==> src/design/shfr_pkg.sv <==
// ----------------------------------------------------------------------------
// shfr_pkg
// Shared types and constants of the sync header frame receiver.
// ----------------------------------------------------------------------------
package shfr_pkg;

	localparam int unsigned HdrLen    = 5;
	localparam int unsigned OutDataW  = 48;

	// register indexes of the configuration port
	localparam logic CFG_SYNC_FIRST  = 1'b0;
	localparam logic CFG_SYNC_SECOND = 1'b1;

	typedef struct packed {
		logic [7:0] sync_first;
		logic [7:0] sync_second;
	} sync_cfg_t;

	// one pending result between the front and the back
	typedef struct packed {
		logic        frame_end;
		logic [7:0]  payload_byte;
		logic [7:0]  payload_index;
		logic [7:0]  frame_type;
		logic [7:0]  destination;
		logic [7:0]  payload_length;
		logic [15:0] trailer;
		logic [15:0] byte_sum;
	} result_entry_t;

	typedef struct packed {
		logic       full;
		logic [1:0] level;
	} queue_status_t;

endpackage

==> src/design/shfr_front.sv <==
// ----------------------------------------------------------------------------
// shfr_front
// Accept link bytes, hunt for the sync pair, track the frame layout and the
// running byte sum, and push one result entry for each payload byte and
// for each frame end.
// ----------------------------------------------------------------------------
module shfr_front (
	input  logic                    clk,
	input  logic                    arst_n,
	input  shfr_pkg::sync_cfg_t     cfg,
	input  logic                    s_tvalid,
	output logic                    s_tready,
	input  logic [7:0]              s_tdata,
	input  logic                    queue_full,
	output logic                    push_valid,
	output shfr_pkg::result_entry_t push_entry
);
	import shfr_pkg::*;

	typedef enum logic [1:0] {
		ST_HUNT  = 2'b01,
		ST_FRAME = 2'b10
	} front_state_t;

	front_state_t state_q;
	logic [15:0]  window_q;
	logic [8:0]   count_q;
	logic [15:0]  sum_q;
	logic [7:0]   dest_q;
	logic [7:0]   type_q;
	logic [7:0]   len_q;
	logic [7:0]   trailer_low_q;

	logic         accept;
	logic         sync_hit;
	logic [8:0]   pay_end;
	logic         in_header;
	logic         in_payload;
	logic         at_trailer_low;
	logic [8:0]   index_wide;

	assign s_tready       = !queue_full;
	assign accept         = s_tvalid && s_tready;
	assign sync_hit       = (window_q[7:0] == cfg.sync_first) && (s_tdata == cfg.sync_second);
	assign pay_end        = 9'(HdrLen) + {1'b0, len_q};
	assign in_header      = count_q < 9'(HdrLen);
	assign in_payload     = !in_header && (count_q < pay_end);
	assign at_trailer_low = !in_header && (count_q == pay_end);
	assign index_wide     = count_q - 9'(HdrLen);

	always_comb begin
		push_valid                = 1'b0;
		push_entry.frame_end      = 1'b0;
		push_entry.payload_byte   = s_tdata;
		push_entry.payload_index  = index_wide[7:0];
		push_entry.frame_type     = type_q;
		push_entry.destination    = dest_q;
		push_entry.payload_length = len_q;
		push_entry.trailer        = {s_tdata, trailer_low_q};
		push_entry.byte_sum       = sum_q;
		if (accept && state_q == ST_FRAME && !in_header) begin
			if (in_payload) begin
				push_valid = 1'b1;
			end else if (!at_trailer_low) begin
				push_valid           = 1'b1;
				push_entry.frame_end = 1'b1;
			end
		end
	end

	always_ff @(posedge clk or negedge arst_n) begin
		if (!arst_n) begin
			state_q       <= ST_HUNT;
			window_q      <= '0;
			count_q       <= '0;
			sum_q         <= '0;
			dest_q        <= '0;
			type_q        <= '0;
			len_q         <= '0;
			trailer_low_q <= '0;
		end else if (accept) begin
			case (state_q)
				ST_HUNT: begin
					window_q <= {window_q[7:0], s_tdata};
					if (sync_hit) begin
						state_q       <= ST_FRAME;
						count_q       <= 9'd2;
						sum_q         <= {8'd0, cfg.sync_first} + {8'd0, cfg.sync_second};
						dest_q        <= '0;
						type_q        <= '0;
						len_q         <= '0;
						trailer_low_q <= '0;
					end
				end
				ST_FRAME: begin
					count_q <= count_q + 9'd1;
					if (in_header) begin
						case (count_q)
							9'd2:    dest_q <= s_tdata;
							9'd3:    type_q <= s_tdata;
							default: len_q  <= s_tdata;
						endcase
						sum_q <= sum_q + {8'd0, s_tdata};
					end else if (in_payload) begin
						sum_q <= sum_q + {8'd0, s_tdata};
					end else if (at_trailer_low) begin
						trailer_low_q <= s_tdata;
					end else begin
						// trailer high byte closes the frame
						state_q <= ST_HUNT;
						count_q <= '0;
					end
				end
				default: begin
					state_q <= ST_HUNT;
				end
			endcase
		end
	end

endmodule

==> src/design/shfr_queue.sv <==
// ----------------------------------------------------------------------------
// shfr_queue
// Two-entry result queue between the front and the back.
// ----------------------------------------------------------------------------
module shfr_queue (
	input  logic                      clk,
	input  logic                      arst_n,
	input  logic                      push_valid,
	input  shfr_pkg::result_entry_t   push_entry,
	output logic                      pop_valid,
	input  logic                      pop_ready,
	output shfr_pkg::result_entry_t   pop_entry,
	output shfr_pkg::queue_status_t   status
);
	import shfr_pkg::*;

	result_entry_t mem_q [2];
	logic          wr_ptr_q;
	logic          rd_ptr_q;
	logic [1:0]    level_q;
	logic          do_push;
	logic          do_pop;

	assign status.full  = level_q == 2'd2;
	assign status.level = level_q;
	assign pop_valid    = level_q != 2'd0;
	assign pop_entry    = mem_q[rd_ptr_q];
	assign do_push      = push_valid && !status.full;
	assign do_pop       = pop_valid && pop_ready;

	always_ff @(posedge clk) begin
		if (do_push) begin
			mem_q[wr_ptr_q] <= push_entry;
		end
	end

	always_ff @(posedge clk or negedge arst_n) begin
		if (!arst_n) begin
			wr_ptr_q <= 1'b0;
			rd_ptr_q <= 1'b0;
			level_q  <= '0;
		end else begin
			if (do_push) begin
				wr_ptr_q <= !wr_ptr_q;
			end
			if (do_pop) begin
				rd_ptr_q <= !rd_ptr_q;
			end
			case ({do_push, do_pop})
				2'b10:   level_q <= level_q + 2'd1;
				2'b01:   level_q <= level_q - 2'd1;
				default: level_q <= level_q;
			endcase
		end
	end

endmodule

==> src/design/shfr_back.sv <==
// ----------------------------------------------------------------------------
// shfr_back
// Take result entries from the queue, check the trailer against the byte
// sum on a frame end, and hold the packed word in the output register.
// ----------------------------------------------------------------------------
module shfr_back (
	input  logic                    clk,
	input  logic                    arst_n,
	input  logic                    pop_valid,
	output logic                    pop_ready,
	input  shfr_pkg::result_entry_t pop_entry,
	output logic                    m_tvalid,
	input  logic                    m_tready,
	output logic [shfr_pkg::OutDataW-1:0] m_tdata,
	output logic                    m_tlast
);
	import shfr_pkg::*;

	logic                valid_q;
	logic [OutDataW-1:0] data_q;
	logic                last_q;
	logic                ok;
	logic [7:0]          byte_out;
	logic [7:0]          index_out;

	assign pop_ready = !valid_q || m_tready;
	assign ok        = pop_entry.frame_end && (pop_entry.trailer == pop_entry.byte_sum);
	assign byte_out  = pop_entry.frame_end ? 8'd0 : pop_entry.payload_byte;
	assign index_out = pop_entry.frame_end ? 8'd0 : pop_entry.payload_index;

	always_ff @(posedge clk or negedge arst_n) begin
		if (!arst_n) begin
			valid_q <= 1'b0;
		end else if (pop_ready) begin
			valid_q <= pop_valid;
		end
	end

	always_ff @(posedge clk) begin
		if (pop_ready && pop_valid) begin
			last_q <= pop_entry.frame_end;
			data_q <= {7'd0, ok, pop_entry.payload_length, pop_entry.destination,
				pop_entry.frame_type, index_out, byte_out};
		end
	end

	assign m_tvalid = valid_q;
	assign m_tdata  = data_q;
	assign m_tlast  = last_q;

endmodule

==> src/design/sync_header_frame_receiver_unit.sv <==
// ----------------------------------------------------------------------------
// sync_header_frame_receiver_unit
// Deframer for sync-headed, length-prefixed link frames with a 16-bit sum.
// ----------------------------------------------------------------------------
// Usage:
//   Feed received link bytes on the s_ channel, one word per byte. The unit
//   hunts for the two sync bytes set through the configuration port, then
//   reads destination, type and length, forwards each payload byte as one
//   m_ word, and closes every frame with one end word (m_tlast high) that
//   carries checksum_ok: the 16-bit wrapping sum of header and payload
//   against the little-endian trailer.
//   Throughput: one byte per cycle, sustained, as long as m_tready is high.
//   Path: the front classifies the byte that causes a result and pushes it into
//   the queue on the edge that takes that byte; the back then registers it into
//   the output register that drives m_tvalid.
//   Stall: when m_tready drops the output register holds its word, the
//   two-entry queue fills, and s_tready falls once the queue is full.
//   Reset: both sync registers and the sync window clear to zero, the
//   unit hunts, and queue and output register are empty.
//   Configure only while idle; an index with no register is ignored.
// ----------------------------------------------------------------------------
module sync_header_frame_receiver_unit (
	input  logic        clk,
	input  logic        arst_n,
	// configuration write port
	input  logic        cfg_we,
	input  logic        cfg_index,
	input  logic [7:0]  cfg_data,
	// received bytes
	input  logic        s_tvalid,
	output logic        s_tready,
	input  logic [7:0]  s_tdata,   // [7:0] rx_byte
	// results
	output logic        m_tvalid,
	input  logic        m_tready,
	// [7:0] payload_byte, [15:8] payload_index, [23:16] frame_type,
	// [31:24] destination, [39:32] payload_length, [40] checksum_ok
	output logic [47:0] m_tdata,
	output logic        m_tlast    // kind: high on the frame end word
);
	import shfr_pkg::*;

	sync_cfg_t     cfg_q;
	logic          push_valid;
	result_entry_t push_entry;
	logic          pop_valid;
	logic          pop_ready;
	result_entry_t pop_entry;
	queue_status_t q_status;

	// sync registers: written any time, used by later sync detection and to seed the byte sum
	always_ff @(posedge clk or negedge arst_n) begin
		if (!arst_n) begin
			cfg_q <= '0;
		end else if (cfg_we) begin
			case (cfg_index)
				CFG_SYNC_FIRST:  cfg_q.sync_first  <= cfg_data;
				CFG_SYNC_SECOND: cfg_q.sync_second <= cfg_data;
				default:         cfg_q             <= cfg_q;
			endcase
		end
	end

	// front: hunt, parse and sum
	shfr_front u_front (
		.clk        (clk),
		.arst_n     (arst_n),
		.cfg        (cfg_q),
		.s_tvalid   (s_tvalid),
		.s_tready   (s_tready),
		.s_tdata    (s_tdata),
		.queue_full (q_status.full),
		.push_valid (push_valid),
		.push_entry (push_entry)
	);

	// decouple front and back
	shfr_queue u_queue (
		.clk        (clk),
		.arst_n     (arst_n),
		.push_valid (push_valid),
		.push_entry (push_entry),
		.pop_valid  (pop_valid),
		.pop_ready  (pop_ready),
		.pop_entry  (pop_entry),
		.status     (q_status)
	);

	// back: checksum compare and output register
	shfr_back u_back (
		.clk       (clk),
		.arst_n    (arst_n),
		.pop_valid (pop_valid),
		.pop_ready (pop_ready),
		.pop_entry (pop_entry),
		.m_tvalid  (m_tvalid),
		.m_tready  (m_tready),
		.m_tdata   (m_tdata),
		.m_tlast   (m_tlast)
	);

	// a result is never pushed into a full queue
	assert property (@(posedge clk) disable iff (!arst_n)
		push_valid |-> !q_status.full)
		else $error("result pushed into full queue");

	// input backpressure only comes from a full queue
	assert property (@(posedge clk) disable iff (!arst_n)
		!s_tready |-> q_status.level == 2'd2)
		else $error("s_tready low without full queue");

	// payload words never carry a checksum flag
	assert property (@(posedge clk) disable iff (!arst_n)
		(m_tvalid && !m_tlast) |-> !m_tdata[40])
		else $error("checksum flag set on payload word");

	// a stalled output word with a full queue keeps the input blocked
	assert property (@(posedge clk) disable iff (!arst_n)
		(m_tvalid && !m_tready && q_status.full) |=> !s_tready)
		else $error("input accepted while output and queue stalled");

endmodule
==> config.mk <==
export PLATFORM = sky130hd
export DESIGN_NAME = sync_header_frame_receiver_unit
export DESIGN_NICKNAME = d
export VERILOG_FILES = /design/src/design/shfr_pkg.sv /design/src/design/shfr_front.sv /design/src/design/shfr_queue.sv /design/src/design/shfr_back.sv /design/src/design/sync_header_frame_receiver_unit.sv
export SDC_FILE = /design/constraint.sdc
export NUM_CORES = 1
export LEC_CHECK = 0
export BUFFER_PORTS_ARGS = -buffer_cell sky130_fd_sc_hd__buf_2
export CORE_ASPECT_RATIO = 1.2
export CORE_MARGIN = 5
export CORE_UTILIZATION = 61
export CTS_CLUSTER_DIAMETER = 30
export DETAILED_ROUTE_END_ITERATION = 8
export PLACE_DENSITY = 0.77
export SLEW_MARGIN = 20
export SYNTH_ARGS = -nofsm -noshare
export SYNTH_HDL_FRONTEND = slang
export SYNTH_SLANG_ARGS = --single-unit
==> constraint.sdc <==
create_clock -name clk -period 6.2 [get_ports clk]
set_input_delay 1.24 -clock clk [delete_from_list [all_inputs] [get_ports clk]]
set_output_delay 1.24 -clock clk [all_outputs]
set_load 0.05 [all_outputs]
==> metrics <==
status finished, final reports clean; Die Span X 135.9 um; cell count after synthesis approximately 860; Seq/Total Area, Yosys 63.55%; drt drc 0; main combinational cell family by area after synthesis simple AND/OR/NAND/NOR gates; flop2flop setup slack roughly 2300 ps; Simple-Gate Fraction of Synth Area 9.043%; layout cells sized above 1 21.19%; WL met1 between 9000 and 10000 um; highest routed layer met4; Gate power share slightly above 30%; Wirelength per Cell 19.30 um; synthesized flop and latch total 260; worst vdd ir 0.2858 mV; Nets 1000; MaxCap Viol Count 0; clock-pin slew on the worst setup and hold paths 50 ps; largest net degree at the start of global routing 65; post-route setup TNS 0 ps; Clock power frac 31.1%; DR WL met3 1299 um; ant diodes 0; reg2reg path depth 11; Site Rows 55; Cell variety after synth 62; Compound-Gate Fraction of Synth Area 8.417%; critical path required time 6370 ps; H-tree depth 2; drt pass-1 iters 5; P_int 4504 uW; Util after Layout 71.84%; vias per cell 5.854; post-synthesis mux area share 6.917%; EDFF count, synth 172; Starting Density 61.72%; Worst Hold Class reg -> reg; synthesized area per cell 13.42 um^2; Core Box Area 18790 um^2; synth warn 0; via count 7189; Initial DRC Count 596; WL final 23700 um; Clock Path Buffers 3; FF-to-FF Start u_front.len_q[1]; FFs w/ async S/R, synth 33.85%; fin crit period just under 4000 ps; Clk Latency, worst-skew pair about 520 ps; Slew HR a little under two fifths; unrepaired setup endpoints after global routing no; Met2 Wirelength 11540 um; CTS Buf Count 38; initial antenna violation count 0; Die Span Y 161.0 um; final worst-path cycle share between 60% and 70%; CTS sink cnt 260; sw frac between 30% and 40%; Power Density about 520 nW/um^2; Root Buffer clkbuf_16; Final Hold Viols 0; worst slew pin tran 926.2 ps; XOR/XNOR share of the synthesized area between 5 and 6%; die footprint 21880 um^2; Max Freq around 250 MHz; sequential share of power around two fifths; leakage power 0.005137 uW; Primary FF master, synth edfxtp_1; CTS Hold Bufs 0; number of global-route vias before repair about 7.2k; adder-cell share of the synthesized area 3.798%; Psw 2517 uW; count of pins over their slew limit 0; I/O pin count 73; CP endpoint u_queue.mem_q[0][41]; CP max FO 28; Mapped Area between 10000 and 15000 um^2; WP data arrival 4090 ps; Setup Skew approximately 25 ps; IO buf count 65; Setup Viol. Count Final 0; Startpoint Class flop; Antenna Nets Post-Route 0; DP HPWL 15450 um; Critical path origin u_front.len_q[1]; Tot GR Track Use roughly 22%; Reg2Reg Capture Point u_queue.mem_q[0][41]; Setup Fix Bufs, Post-CTS 0; CP Capture Type flop; grt total ovfl 0; Post-CTS Resized 0; first-pass GRT wire length 38320 um; GP Congestion 0.8499; Crit Path Class reg -> reg; area delta synth->final 16.40%; CTS tree built
[cell usage in the layout (no fill, tap or decap), drive strengths merged, types with 8 or more instances in the layout]
cell,count
o311ai,19
ha,32
xor2,22
mux2i,25
nand3,38
nor3,13
edfxtp,172
clkbuf,39
a2bb2oi,15
inv,37
mux2,49
o21ai,27
o211ai,8
dfrtp,87
buf,76
a21oi,18
clkinvlp,10
nand4,15
nor2,39
xnor2,51
nand2,69
[power by group through the flow]
| stage | clock [uW] | combinational, uW | sequential, uW |
|---|---|---|---|
| after floorplan | 0 | 1310 | 3000 |
| final | 2190 | 2150 | 2680 |
| after global placement | 0 | 2090 | 2690 |
| after CTS | 2210 | 2150 | 2680 |
| after global routing | 2300 | 2340 | 2730 |
| after detailed placement | 0 | 2130 | 2710 |
[metal layers]
layer  vias up  GRT usage, %
li1       3388             -
met1      3509         29.43
met2       229         36.62
met3        63         3.988
met4         0         9.762
met5         -             0
[critical path: stages, from the launching register on]
cell	delay, ps
dfrtp_1	420
ha_1	240
o21bai_1	100
or3_1	330
ha_1	290
and4_1	240
and3b_1	180
a2111oi_2	200
buf_4	250
o21ai_0	320
nor2_4	540
buf_4	440
[synth_stat cells, types with 17 or more instances]
master	count	area share, %
edfxtp_1	172	45
dfrtp_1	87	19
nand2_1	69	2.2
xnor2_1	51	3.9
mux2_2	49	4.8
nor2_1	39	1.3
nand3_1	38	1.6
ha_1	32	3.5
inv_1	30	0.97
o21ai_0	26	1.1
clkbuf_1	25	0.81
mux2i_1	25	2.2
xor2_1	22	1.7
a21oi_1	17	0.73
[worst min path at each step]
stage,start,to,cells after the start
floorplan,u_front.len_q[6],u_queue.mem_q[0][38],0
global placement,u_front.len_q[6],u_queue.mem_q[0][38],0
detailed placement,u_front.len_q[6],u_queue.mem_q[0][38],0
CTS,u_front.len_q[6],u_queue.mem_q[0][38],0
global route,u_front.len_q[6],u_queue.mem_q[0][38],0
finish,u_front.len_q[6],u_queue.mem_q[1][38],0
[metrics by stage]
| stage | cell area, um^2 | setup WS [ps] | total power, uW | hold WS, ps | std cells |
|---|---|---|---|---|---|
| 4_1_cts | 13500 | 2257 | 7050 | 482.1 | 1228 |
| 3_3_place_gp | 12180 | 2304 | 4775 | 448.2 | 1160 |
| 6_report | 13500 | 2277 | 7021 | 476.4 | 1228 |
| 2_1_floorplan | 11620 | 616.0 | 4302 | 442.1 | 870 |
| 3_5_place_dp | 12180 | 2211 | 4840 | 470.8 | 1160 |
| 5_1_grt | 13500 | 2038 | 7379 | 499.8 | 1228 |
[cell type report]
cell class,count,area (um^2)
inverters,30,112.6
clock inverters,29,366.6
flip-flops and latches,260,7370
clock buffers,39,954.7
multi-input cells,538,3963
well taps,256,320.3
fillers,1216,5290
repair buffers,76,410.4
[kinds of logic after synthesis]
| family | Yosys count |
|---|---|
| muxes | 74 |
| and+or+nand+nor | 216 |
| other | 1 |
| AOI/OAI and AO/OA | 134 |
| xor gates and xnor gates | 73 |
| adders and majority gates | 34 |
| buffers and inverters | 72 |
| DFF | 260 |
[flip-flops by register name, summed over array words and instances (netlist names)]
signal / cells
cfg_q: 16
u_front.count_q: 9
u_queue.wr_ptr_q: 1
u_back.m_tlast: 1
u_queue.mem_q: 130
u_front.trailer_low_q: 8
u_front.dest_q: 8
u_front.len_q: 8
u_front.state_q: 2
u_queue.level_q: 2
u_back.m_tdata: 41
u_front.type_q: 8
u_queue.rd_ptr_q: 1
u_front.sum_q: 16
u_front.window_q: 8
u_back.m_tvalid: 1
(Power assumes the default switching activity.)
